--- src/hw/rtl/ball_reflect_and_advance_macros.svh ---
// Assertion macros for the ball reflect-and-advance block.
`ifndef BALL_REFLECT_AND_ADVANCE_MACROS_SVH
`define BALL_REFLECT_AND_ADVANCE_MACROS_SVH

// Same-cycle implication.
`define BRA_ASSERT_NOW(lbl, ante, cons) \
  lbl: assert property (@(posedge clk) disable iff (!rst_n) (ante) |-> (cons)) \
    else $error("bra assertion failed");

// Next-cycle implication.
`define BRA_ASSERT_NEXT(lbl, ante, cons) \
  lbl: assert property (@(posedge clk) disable iff (!rst_n) (ante) |=> (cons)) \
    else $error("bra assertion failed");

`endif

--- src/hw/rtl/bra_pkg.sv ---
package bra_pkg;

  localparam int POS_W     = 24;
  localparam int DIR_W     = 16;
  localparam int DIR_FRAC  = DIR_W - 2;
  localparam int ANG_W     = 16;
  localparam int SPEED_W   = 16;
  localparam int CORDIC_W  = 34;
  localparam int CORDIC_FRAC = 30;
  localparam int CORDIC_STEPS = 16;
  localparam int MUL_B_W   = SPEED_W + 2;
  localparam int MUL_P_W   = DIR_W + MUL_B_W + 2;
  localparam int WIDE_W    = 48;

  localparam logic [SPEED_W-1:0]  SPEED_RESET = SPEED_W'(256);
  localparam logic signed [CORDIC_W-1:0] CORDIC_GAIN = CORDIC_W'(652032874);
  localparam logic signed [DIR_W-1:0] DIR_ONE = DIR_W'(1 <<< DIR_FRAC);

  typedef logic signed [POS_W-1:0] pos_t;
  typedef logic signed [DIR_W-1:0] dir_t;
  typedef logic [ANG_W-1:0]        ang_t;
  typedef logic [SPEED_W-1:0]      speed_t;

  function automatic logic signed [16:0] atan_lut(input logic [3:0] idx);
    logic signed [16:0] v;
    case (idx)
      4'd0:  v = 17'sd8192;
      4'd1:  v = 17'sd4836;
      4'd2:  v = 17'sd2555;
      4'd3:  v = 17'sd1297;
      4'd4:  v = 17'sd651;
      4'd5:  v = 17'sd326;
      4'd6:  v = 17'sd163;
      4'd7:  v = 17'sd81;
      4'd8:  v = 17'sd41;
      4'd9:  v = 17'sd20;
      4'd10: v = 17'sd10;
      4'd11: v = 17'sd5;
      4'd12: v = 17'sd3;
      4'd13: v = 17'sd1;
      4'd14: v = 17'sd1;
      default: v = 17'sd0;
    endcase
    return v;
  endfunction

  function automatic dir_t clamp_unit(input logic signed [WIDE_W-1:0] v);
    dir_t r;
    if (v > WIDE_W'(DIR_ONE)) begin
      r = DIR_ONE;
    end else if (v < -WIDE_W'(DIR_ONE)) begin
      r = -DIR_ONE;
    end else begin
      r = v[DIR_W-1:0];
    end
    return r;
  endfunction

endpackage

--- src/hw/rtl/bra_if.sv ---
interface bra_in_if;
  logic                 valid;
  logic                 ready;
  logic                 op;
  logic                 hit_wall;
  bra_pkg::ang_t        wall_angle;
  bra_pkg::pos_t        launch_x;
  bra_pkg::pos_t        launch_y;
  bra_pkg::ang_t        launch_angle;
  modport source (output valid, op, hit_wall, wall_angle, launch_x, launch_y, launch_angle,
                  input ready);
  modport sink (input valid, op, hit_wall, wall_angle, launch_x, launch_y, launch_angle,
                output ready);
endinterface

interface bra_out_if;
  logic          valid;
  logic          ready;
  bra_pkg::pos_t pos_x;
  bra_pkg::pos_t pos_y;
  bra_pkg::dir_t dir_x;
  bra_pkg::dir_t dir_y;
  logic          bounced;
  logic          clamped;
  modport source (output valid, pos_x, pos_y, dir_x, dir_y, bounced, clamped, input ready);
  modport sink (input valid, pos_x, pos_y, dir_x, dir_y, bounced, clamped, output ready);
endinterface

interface bra_cfg_if;
  logic            valid;
  logic            ready;
  bra_pkg::speed_t data;
  modport source (output valid, data, input ready);
  modport sink (input valid, data, output ready);
endinterface

--- src/hw/rtl/ball_reflect_and_advance.sv ---
// Ball reflect-and-advance engine. One beat in gives one beat out, one item at a time.
// A launch runs 16 CORDIC iterations for cosine and sine, then loads the output register.
// A tick without a wall hit computes two products of speed and direction through the
// bit-serial multiplier, one multiplier bit per cycle, each after an operand load. A tick
// with a wall hit adds the CORDIC pass for the wall normal and four more products.
// Input is taken again the cycle after the result has moved to the output register; a
// result still waiting in the output register holds the engine until it is taken.
`include "ball_reflect_and_advance_macros.svh"

module ball_reflect_and_advance (
  input logic     clk,
  input logic     rst_n,
  bra_in_if.sink  in_ch,
  bra_out_if.source out_ch,
  bra_cfg_if.sink cfg_ch
);
  import bra_pkg::*;

  typedef enum logic [2:0] {S_IDLE, S_CORDIC, S_LOAD, S_MUL, S_OUT} state_t;

  state_t state_r;
  logic   op_r, bounced_r, clamped_r;
  logic [2:0] mstep_r;
  logic [4:0] cnt_r;
  logic [1:0] quad_r;
  logic signed [CORDIC_W-1:0] cx_r, cy_r;
  logic signed [16:0] cz_r;
  dir_t nx_r, ny_r, hx_r, hy_r;
  logic signed [MUL_B_W-1:0] d2_r, mb_r;
  logic signed [MUL_P_W:0] dot_r;
  logic signed [MUL_P_W-1:0] acc_r, ma_r;
  pos_t px_r, py_r;
  speed_t speed_r;
  logic out_valid_r, out_bounced_r, out_clamped_r;
  pos_t out_px_r, out_py_r;
  dir_t out_dx_r, out_dy_r;

  logic signed [CORDIC_W-1:0] xs, ys, cx_nxt, cy_nxt, cc, ss;
  logic signed [16:0] cz_nxt;
  logic signed [CORDIC_W-1:0] cc_rnd, ss_rnd;
  dir_t c_val, s_val;
  dir_t a_sel;
  logic signed [MUL_B_W-1:0] b_sel;
  logic signed [MUL_P_W-1:0] acc_nxt, p_rnd;
  logic signed [MUL_P_W:0] dsum, dsum_rnd;
  logic signed [WIDE_W-1:0] hnew, pnew;
  logic pos_over, pos_under;
  pos_t pos_sat;
  logic [ANG_W-1:0] ang_sel;
  logic in_fire;

  assign in_ch.ready  = (state_r == S_IDLE);
  assign in_fire      = in_ch.valid && in_ch.ready;
  assign cfg_ch.ready = 1'b1;
  assign out_ch.valid   = out_valid_r;
  assign out_ch.pos_x   = out_px_r;
  assign out_ch.pos_y   = out_py_r;
  assign out_ch.dir_x   = out_dx_r;
  assign out_ch.dir_y   = out_dy_r;
  assign out_ch.bounced = out_bounced_r;
  assign out_ch.clamped = out_clamped_r;

  always_comb begin
    xs = cx_r >>> cnt_r[3:0];
    ys = cy_r >>> cnt_r[3:0];
    if (!cz_r[16]) begin
      cx_nxt = cx_r - ys;
      cy_nxt = cy_r + xs;
      cz_nxt = cz_r - atan_lut(cnt_r[3:0]);
    end else begin
      cx_nxt = cx_r + ys;
      cy_nxt = cy_r - xs;
      cz_nxt = cz_r + atan_lut(cnt_r[3:0]);
    end
    case (quad_r)
      2'd1:    begin cc = -cy_nxt; ss = cx_nxt;  end
      2'd2:    begin cc = -cx_nxt; ss = -cy_nxt; end
      2'd3:    begin cc = cy_nxt;  ss = -cx_nxt; end
      default: begin cc = cx_nxt;  ss = cy_nxt;  end
    endcase
    cc_rnd = (cc + CORDIC_W'(34'sd1 <<< (CORDIC_FRAC - DIR_FRAC - 1)))
             >>> (CORDIC_FRAC - DIR_FRAC);
    ss_rnd = (ss + CORDIC_W'(34'sd1 <<< (CORDIC_FRAC - DIR_FRAC - 1)))
             >>> (CORDIC_FRAC - DIR_FRAC);
    c_val = clamp_unit(WIDE_W'(cc_rnd));
    s_val = clamp_unit(WIDE_W'(ss_rnd));

    case (mstep_r)
      3'd0:    begin a_sel = hx_r; b_sel = MUL_B_W'(nx_r); end
      3'd1:    begin a_sel = hy_r; b_sel = MUL_B_W'(ny_r); end
      3'd2:    begin a_sel = nx_r; b_sel = d2_r; end
      3'd3:    begin a_sel = ny_r; b_sel = d2_r; end
      3'd4:    begin a_sel = hx_r; b_sel = $signed({2'b00, speed_r}); end
      default: begin a_sel = hy_r; b_sel = $signed({2'b00, speed_r}); end
    endcase

    if (mb_r[0]) begin
      acc_nxt = (cnt_r == 5'(MUL_B_W - 1)) ? acc_r - ma_r : acc_r + ma_r;
    end else begin
      acc_nxt = acc_r;
    end
    p_rnd    = (acc_nxt + MUL_P_W'(1 <<< (DIR_FRAC - 1))) >>> DIR_FRAC;
    dsum     = dot_r + (MUL_P_W + 1)'(acc_nxt);
    dsum_rnd = (dsum + (MUL_P_W + 1)'(1 <<< (DIR_FRAC - 1))) >>> DIR_FRAC;
    hnew     = (mstep_r == 3'd2) ? WIDE_W'(hx_r) - WIDE_W'(p_rnd)
                                 : WIDE_W'(hy_r) - WIDE_W'(p_rnd);
    pnew     = (mstep_r == 3'd4) ? WIDE_W'(px_r) + WIDE_W'(p_rnd)
                                 : WIDE_W'(py_r) + WIDE_W'(p_rnd);
    pos_over  = pnew > $signed(WIDE_W'({1'b0, {(POS_W - 1){1'b1}}}));
    pos_under = pnew < -$signed(WIDE_W'({1'b1, {(POS_W - 1){1'b0}}}));
    if (pos_over) begin
      pos_sat = {1'b0, {(POS_W - 1){1'b1}}};
    end else if (pos_under) begin
      pos_sat = {1'b1, {(POS_W - 1){1'b0}}};
    end else begin
      pos_sat = pnew[POS_W-1:0];
    end
    ang_sel = in_ch.op ? in_ch.launch_angle : in_ch.wall_angle;
  end

  always_ff @(posedge clk) begin
    if (!rst_n) begin
      state_r     <= S_IDLE;
      out_valid_r <= 1'b0;
      speed_r     <= SPEED_RESET;
      px_r        <= '0;
      py_r        <= '0;
      hx_r        <= DIR_ONE;
      hy_r        <= '0;
      cnt_r       <= '0;
      mstep_r     <= '0;
    end else begin
      if (cfg_ch.valid) begin
        speed_r <= cfg_ch.data;
      end
      if (out_ch.ready && state_r != S_OUT) begin
        out_valid_r <= 1'b0;
      end
      unique case (state_r)
        S_IDLE: begin
          if (in_ch.valid) begin
            op_r      <= in_ch.op;
            bounced_r <= 1'b0;
            clamped_r <= 1'b0;
            cx_r      <= CORDIC_GAIN;
            cy_r      <= '0;
            cz_r      <= {3'b000, ang_sel[13:0]};
            quad_r    <= ang_sel[15:14];
            cnt_r     <= '0;
            mstep_r   <= 3'd4;
            if (in_ch.op) begin
              px_r    <= in_ch.launch_x;
              py_r    <= in_ch.launch_y;
              state_r <= S_CORDIC;
            end else if (in_ch.hit_wall) begin
              mstep_r <= 3'd0;
              state_r <= S_CORDIC;
            end else begin
              state_r <= S_LOAD;
            end
          end
        end
        S_CORDIC: begin
          cx_r  <= cx_nxt;
          cy_r  <= cy_nxt;
          cz_r  <= cz_nxt;
          cnt_r <= cnt_r + 5'd1;
          if (cnt_r == 5'(CORDIC_STEPS - 1)) begin
            if (op_r) begin
              hx_r    <= c_val;
              hy_r    <= s_val;
              state_r <= S_OUT;
            end else begin
              nx_r    <= -s_val;
              ny_r    <= c_val;
              state_r <= S_LOAD;
            end
          end
        end
        S_LOAD: begin
          ma_r    <= MUL_P_W'(a_sel);
          mb_r    <= b_sel;
          acc_r   <= '0;
          cnt_r   <= '0;
          state_r <= S_MUL;
        end
        S_MUL: begin
          acc_r <= acc_nxt;
          ma_r  <= ma_r <<< 1;
          mb_r  <= mb_r >>> 1;
          cnt_r <= cnt_r + 5'd1;
          if (cnt_r == 5'(MUL_B_W - 1)) begin
            mstep_r <= mstep_r + 3'd1;
            state_r <= S_LOAD;
            case (mstep_r)
              3'd0: dot_r <= (MUL_P_W + 1)'(acc_nxt);
              3'd1: d2_r  <= MUL_B_W'(dsum_rnd <<< 1);
              3'd2: hx_r  <= clamp_unit(hnew);
              3'd3: begin
                hy_r      <= clamp_unit(hnew);
                bounced_r <= 1'b1;
              end
              3'd4: begin
                px_r <= pos_sat;
                if (pos_over || pos_under) begin
                  clamped_r <= 1'b1;
                end
              end
              default: begin
                py_r <= pos_sat;
                if (pos_over || pos_under) begin
                  clamped_r <= 1'b1;
                end
                state_r <= S_OUT;
              end
            endcase
          end
        end
        S_OUT: begin
          if (!out_valid_r || out_ch.ready) begin
            out_valid_r   <= 1'b1;
            out_px_r      <= px_r;
            out_py_r      <= py_r;
            out_dx_r      <= hx_r;
            out_dy_r      <= hy_r;
            out_bounced_r <= bounced_r;
            out_clamped_r <= clamped_r;
            state_r       <= S_IDLE;
          end
        end
        default: state_r <= S_IDLE;
      endcase
    end
  end

  `BRA_ASSERT_NEXT(a_busy_after_accept, in_fire, !in_ch.ready)
  `BRA_ASSERT_NOW(a_mul_count, state_r == S_MUL, cnt_r < 5'(MUL_B_W))
  `BRA_ASSERT_NOW(a_dir_x_unit, out_valid_r, out_dx_r <= DIR_ONE && out_dx_r >= -DIR_ONE)
  `BRA_ASSERT_NOW(a_launch_flags, out_valid_r && op_r && state_r == S_IDLE,
                  !out_bounced_r && !out_clamped_r)

endmodule
--- src/flat_wrapper.sv ---
// flat-port wrapper written by rule: the top's interface ports become plain ports
module ball_reflect_and_advance_flat import bra_pkg::*;
  (clk, rst_n, in_ch_valid, in_ch_op, in_ch_hit_wall, in_ch_wall_angle, in_ch_launch_x, in_ch_launch_y, in_ch_launch_angle, in_ch_ready, out_ch_valid, out_ch_pos_x, out_ch_pos_y, out_ch_dir_x, out_ch_dir_y, out_ch_bounced, out_ch_clamped, out_ch_ready, cfg_ch_valid, cfg_ch_data, cfg_ch_ready);
  bra_in_if in_ch_i ();
  bra_out_if out_ch_i ();
  bra_cfg_if cfg_ch_i ();
  input logic clk;
  input logic rst_n;
  input wire logic [$bits(in_ch_i.valid)-1:0] in_ch_valid;
  input wire logic [$bits(in_ch_i.op)-1:0] in_ch_op;
  input wire logic [$bits(in_ch_i.hit_wall)-1:0] in_ch_hit_wall;
  input wire logic [$bits(in_ch_i.wall_angle)-1:0] in_ch_wall_angle;
  input wire logic [$bits(in_ch_i.launch_x)-1:0] in_ch_launch_x;
  input wire logic [$bits(in_ch_i.launch_y)-1:0] in_ch_launch_y;
  input wire logic [$bits(in_ch_i.launch_angle)-1:0] in_ch_launch_angle;
  output wire logic [$bits(in_ch_i.ready)-1:0] in_ch_ready;
  output wire logic [$bits(out_ch_i.valid)-1:0] out_ch_valid;
  output wire logic [$bits(out_ch_i.pos_x)-1:0] out_ch_pos_x;
  output wire logic [$bits(out_ch_i.pos_y)-1:0] out_ch_pos_y;
  output wire logic [$bits(out_ch_i.dir_x)-1:0] out_ch_dir_x;
  output wire logic [$bits(out_ch_i.dir_y)-1:0] out_ch_dir_y;
  output wire logic [$bits(out_ch_i.bounced)-1:0] out_ch_bounced;
  output wire logic [$bits(out_ch_i.clamped)-1:0] out_ch_clamped;
  input wire logic [$bits(out_ch_i.ready)-1:0] out_ch_ready;
  input wire logic [$bits(cfg_ch_i.valid)-1:0] cfg_ch_valid;
  input wire logic [$bits(cfg_ch_i.data)-1:0] cfg_ch_data;
  output wire logic [$bits(cfg_ch_i.ready)-1:0] cfg_ch_ready;
  assign in_ch_i.valid = in_ch_valid;
  assign in_ch_i.op = in_ch_op;
  assign in_ch_i.hit_wall = in_ch_hit_wall;
  assign in_ch_i.wall_angle = in_ch_wall_angle;
  assign in_ch_i.launch_x = in_ch_launch_x;
  assign in_ch_i.launch_y = in_ch_launch_y;
  assign in_ch_i.launch_angle = in_ch_launch_angle;
  assign in_ch_ready = in_ch_i.ready;
  assign out_ch_valid = out_ch_i.valid;
  assign out_ch_pos_x = out_ch_i.pos_x;
  assign out_ch_pos_y = out_ch_i.pos_y;
  assign out_ch_dir_x = out_ch_i.dir_x;
  assign out_ch_dir_y = out_ch_i.dir_y;
  assign out_ch_bounced = out_ch_i.bounced;
  assign out_ch_clamped = out_ch_i.clamped;
  assign out_ch_i.ready = out_ch_ready;
  assign cfg_ch_i.valid = cfg_ch_valid;
  assign cfg_ch_i.data = cfg_ch_data;
  assign cfg_ch_ready = cfg_ch_i.ready;
  ball_reflect_and_advance u_core (.clk(clk), .rst_n(rst_n), .in_ch(in_ch_i), .out_ch(out_ch_i), .cfg_ch(cfg_ch_i));
endmodule
--- config.mk ---
export PLATFORM = sky130hd
export DESIGN_NAME = ball_reflect_and_advance_flat
export DESIGN_NICKNAME = d
export VERILOG_FILES = /design/src/hw/rtl/bra_pkg.sv /design/src/hw/rtl/bra_if.sv /design/src/hw/rtl/ball_reflect_and_advance.sv /design/src/flat_wrapper.sv
export VERILOG_INCLUDE_DIRS = /design/src /design/src/hw/rtl
export SDC_FILE = /design/constraint.sdc
export NUM_CORES = 2
export LEC_CHECK = 0
export BUFFER_PORTS_ARGS = -buffer_cell sky130_fd_sc_hd__buf_2
export CORE_ASPECT_RATIO = 1.4
export CORE_MARGIN = 3
export CORE_UTILIZATION = 57
export CTS_CLUSTER_DIAMETER = 60
export CTS_CLUSTER_SIZE = 28
export DETAILED_ROUTE_END_ITERATION = 10
export PLACE_DENSITY_LB_ADDON = 0.08
export SYNTH_ARGS = -nofsm -noshare
export SYNTH_HDL_FRONTEND = slang
export SYNTH_SLANG_ARGS = --single-unit
--- constraint.sdc ---
create_clock -name clk -period 11.8 [get_ports clk]
set_input_delay 1.18 -clock clk [delete_from_list [all_inputs] [get_ports clk]]
set_output_delay 1.18 -clock clk [all_outputs]
set_load 0.05 [all_outputs]
==> flow_summary.json <==
{
  "muxShareOfSynthArea_pct": 9.832,
  "power.density_nw_per_um2": 165.3,
  "fin_util_pct": 62.24,
  "hp-start": "u_core.bounced_r",
  "clk_pin_slew_ns": 0.10,
  "syn_to_final_growth_pct": 7.682,
  "synth_fa_ha_area_share_pct": 8.148,
  "r2r_cells": 34,
  "hold_depth": 0,
  "synth_xor_area_share_pct": 6.989,
  "root_buffer": "clkbuf_16",
  "port_buffers": 186,
  "yosysWarningCount": 0,
  "cts_buffer_depth": 3,
  "fin_crit_sh_pct": 92.10,
  "arrival_ns": 11.17,
  "cp.depth": 34,
  "cts_hold_buf": 0,
  "cts_htree_levels": 2,
  "cp.required_ns": 12.10,
  "post_drt_wl_per_cell_um": 22.71,
  "path_delay_family": "simple AND/OR/NAND/NOR gates",
  "synth.distinct_cells": 107,
  "cp_max_fo": 35,
  "synthCells": 4311,
  "async_reset_ff_share_pct": 0,
  "insertion_delay_ns": 0.61,
  "gp_congestion": 0.9553,
  "worstSetupEndpointType": "flop",
  "synth_top_family_by_area": "compound AO/OA/AOI/OAI gates",
  "r2r-start": "u_core.cnt_r[1]",
  "dr.pass1.iters": 9,
  "antenna_found_initial": 8,
  "grt_pass1_wl_mm": 182.6,
  "nets": 4721,
  "seq_area_um2": 12720,
  "grt_max_degree": 91,
  "drc": 0,
  "clock_sinks": 464,
  "cap_violations": 0,
  "cts_buffers": 35,
  "netlist_area_um2": 38640,
  "tightestPinTransition_ns": 1.218,
  "hold_end": "u_core.out_ch.bounced",
  "yosys.area_share.simple_pct": 18.57,
  "grt_pass1_vias": 32650,
  "min_period_ns": 10.87,
  "finalHoldViolations": 0,
  "whs_ns": 0.4221,
  "final_common_cell": "nor2_1",
  "core_area_um2": 66840,
  "grtUsageTotal_pct": 32.72,
  "finalPower_mw": 6.875,
  "drive_gt1_share_pct": 12.44,
  "synth-edff-count": 342,
  "vias": 34310,
  "critical_path.max_stage_delay_ns": 0.83,
  "cpMaxStageDelayCell": "nor4b_4",
  "path_buf_inv": 3,
  "rsz0062_at_grt": "false",
  "crit_start": "u_core.cnt_r[1]",
  "dieHeight_um": 314.1,
  "hold_class": "reg -> reg",
  "ios": 188,
  "multi_input_area_um2": 24500,
  "slew_headroom_pct": 18.52,
  "status": "finished, final reports clean",
  "setup_viol": 0,
  "num-fill-cells": 5854,
  "final_cell_mix": "nor2_1 (385), nand2_1 (382), a21oi_1 (350), edfxtp_1 (342), o21ai_0 (262)",
  "slew_viol_final": 0,
  "clock.fmax_mhz": 92.01,
  "r2r-end": "u_core.nx_r[8]",
  "leakage_nw": 16.61,
  "worstSetupPathType": "reg -> reg",
  "dieArea_um2": 70990,
  "startpoint_type": "flop",
  "finalInstanceArea_um2": 41600,
  "vdd_drop_max_uv": 146.1,
  "syn_area_per_cell_um2": 8.962,
  "dp_hpwl_mm": 91.30,
  "tritoncts": "built",
  "placed_area_um2": 40260,
  "r2r_setup_slack_ns": 0.93,
  "initialDrtViolationCount": 3407,
  "grt_overflow": 0,
  "viasPerCell": 6.525,
  "ys_ff_latch": 464,
  "row_count": 112,
  "synth_compound_area_share_pct": 19.60,
  "synthFlopType": "edfxtp_1",
  "finalSetupTns_ns": 0,
  "ys_seq_area_share_pct": 32.90,
  "start_util_pct": 57.80,
  "synthesis.nets": 4662,
  "fin_skew_ns": 0.04799,
  "die_w_um": 226.0,
  "wl_mm": 119.4,
  "ant_nets": 0
}
[worst max path at each step]
stage	end	slack, ns
after floorplan	u_core.nx_r[4]	2.05
after global placement	u_core.nx_r[4]	1.04
after detailed placement	u_core.nx_r[4]	0.92
after CTS	u_core.nx_r[4]	0.85
after global routing	u_core.nx_r[8]	0.07
final	u_core.nx_r[8]	0.93
[cells by family (layout without fill, tap and decap cells)]
| logic type | after synthesis | in the layout |
|---|---|---|
| DFF | 464 | 464 |
| other | 1 | 7 |
| muxes | 265 | 265 |
| adders and majority gates | 248 | 248 |
| AOI/OAI and AO/OA | 1183 | 1183 |
| buffers and inverters | 389 | 475 |
| xor gates and xnor gates | 305 | 305 |
| and+or+nand+nor | 1456 | 1456 |
[metrics by stage]
step,cells,setup slack (ns)
global route,5256,0.07391
global placement,5183,1.039
detailed placement,5183,0.9184
floorplan,4311,2.055
CTS,5247,0.8504
finish,5258,0.9322
[layout make-up]
cell class,instances,share of cell area [%]
well taps,855,2.571
clock inverters,28,0.9052
repair buffers,252,3.428
clock buffers,36,2.165
inverters,159,1.435
diodes,6,0.03609
flip-flops and latches,464,30.57
multi-input cells,3458,58.89
[cell usage after synthesis, drive strengths merged (119+ instances only)]
library cell,count,area (µm²)
edfxtp,342,10270
inv,158,593.1
a21oi,353,1767
ha,242,3028
nand3,119,595.6
nor2,389,1463
nand2,383,1438
clkbuf,177,664.4
xnor2,189,1655
nor3,131,681.9
dfxtp,122,2442
o21ai,270,1351
[power by group]
part	switching [mW]	internal, mW	total (mW)
clock	0.713	0.652	1.36
sequential	0.119	1.89	2.01
combinational	2.19	1.31	3.50
[per-layer routing]
metal	share of wire (%)	GRT usage [%]	vias to the layer above	wire length [µm]
met4	7.4	20.52	0	8877
met1	37	37.89	16260	44150
li1	-	-	16290	-
met5	0	0	-	0
met3	5.9	3.209	410	7048
met2	50	57.84	1343	59310
[state kept, by name, summed over array words and instances (netlist names), 5 cells and up, named ones only]
signal               flops
u_core.acc_r            36
u_core.mb_r             18
u_core.hy_r             16
u_core.out_ch.dir_x     16
u_core.py_r             24
u_core.dot_r            31
u_core.hx_r             16
u_core.ny_r             16
u_core.out_ch.pos_x     24
u_core.out_ch.dir_y     16
u_core.d2_r             17
u_core.px_r             24
u_core.nx_r             16
u_core.cz_r             17
u_core.cnt_r             5
u_core.out_ch.pos_y     24
u_core.ma_r             36
u_core.cy_r             34
u_core.speed_r          16
u_core.cx_r             34
[repair_timing]
item / in CTS / in global routing
setup endpoints to repair: 0 / 2
resized for setup: 0 / 2
buffers inserted: 0 / 5
Note: power is estimated with default switching activity, not from simulation.
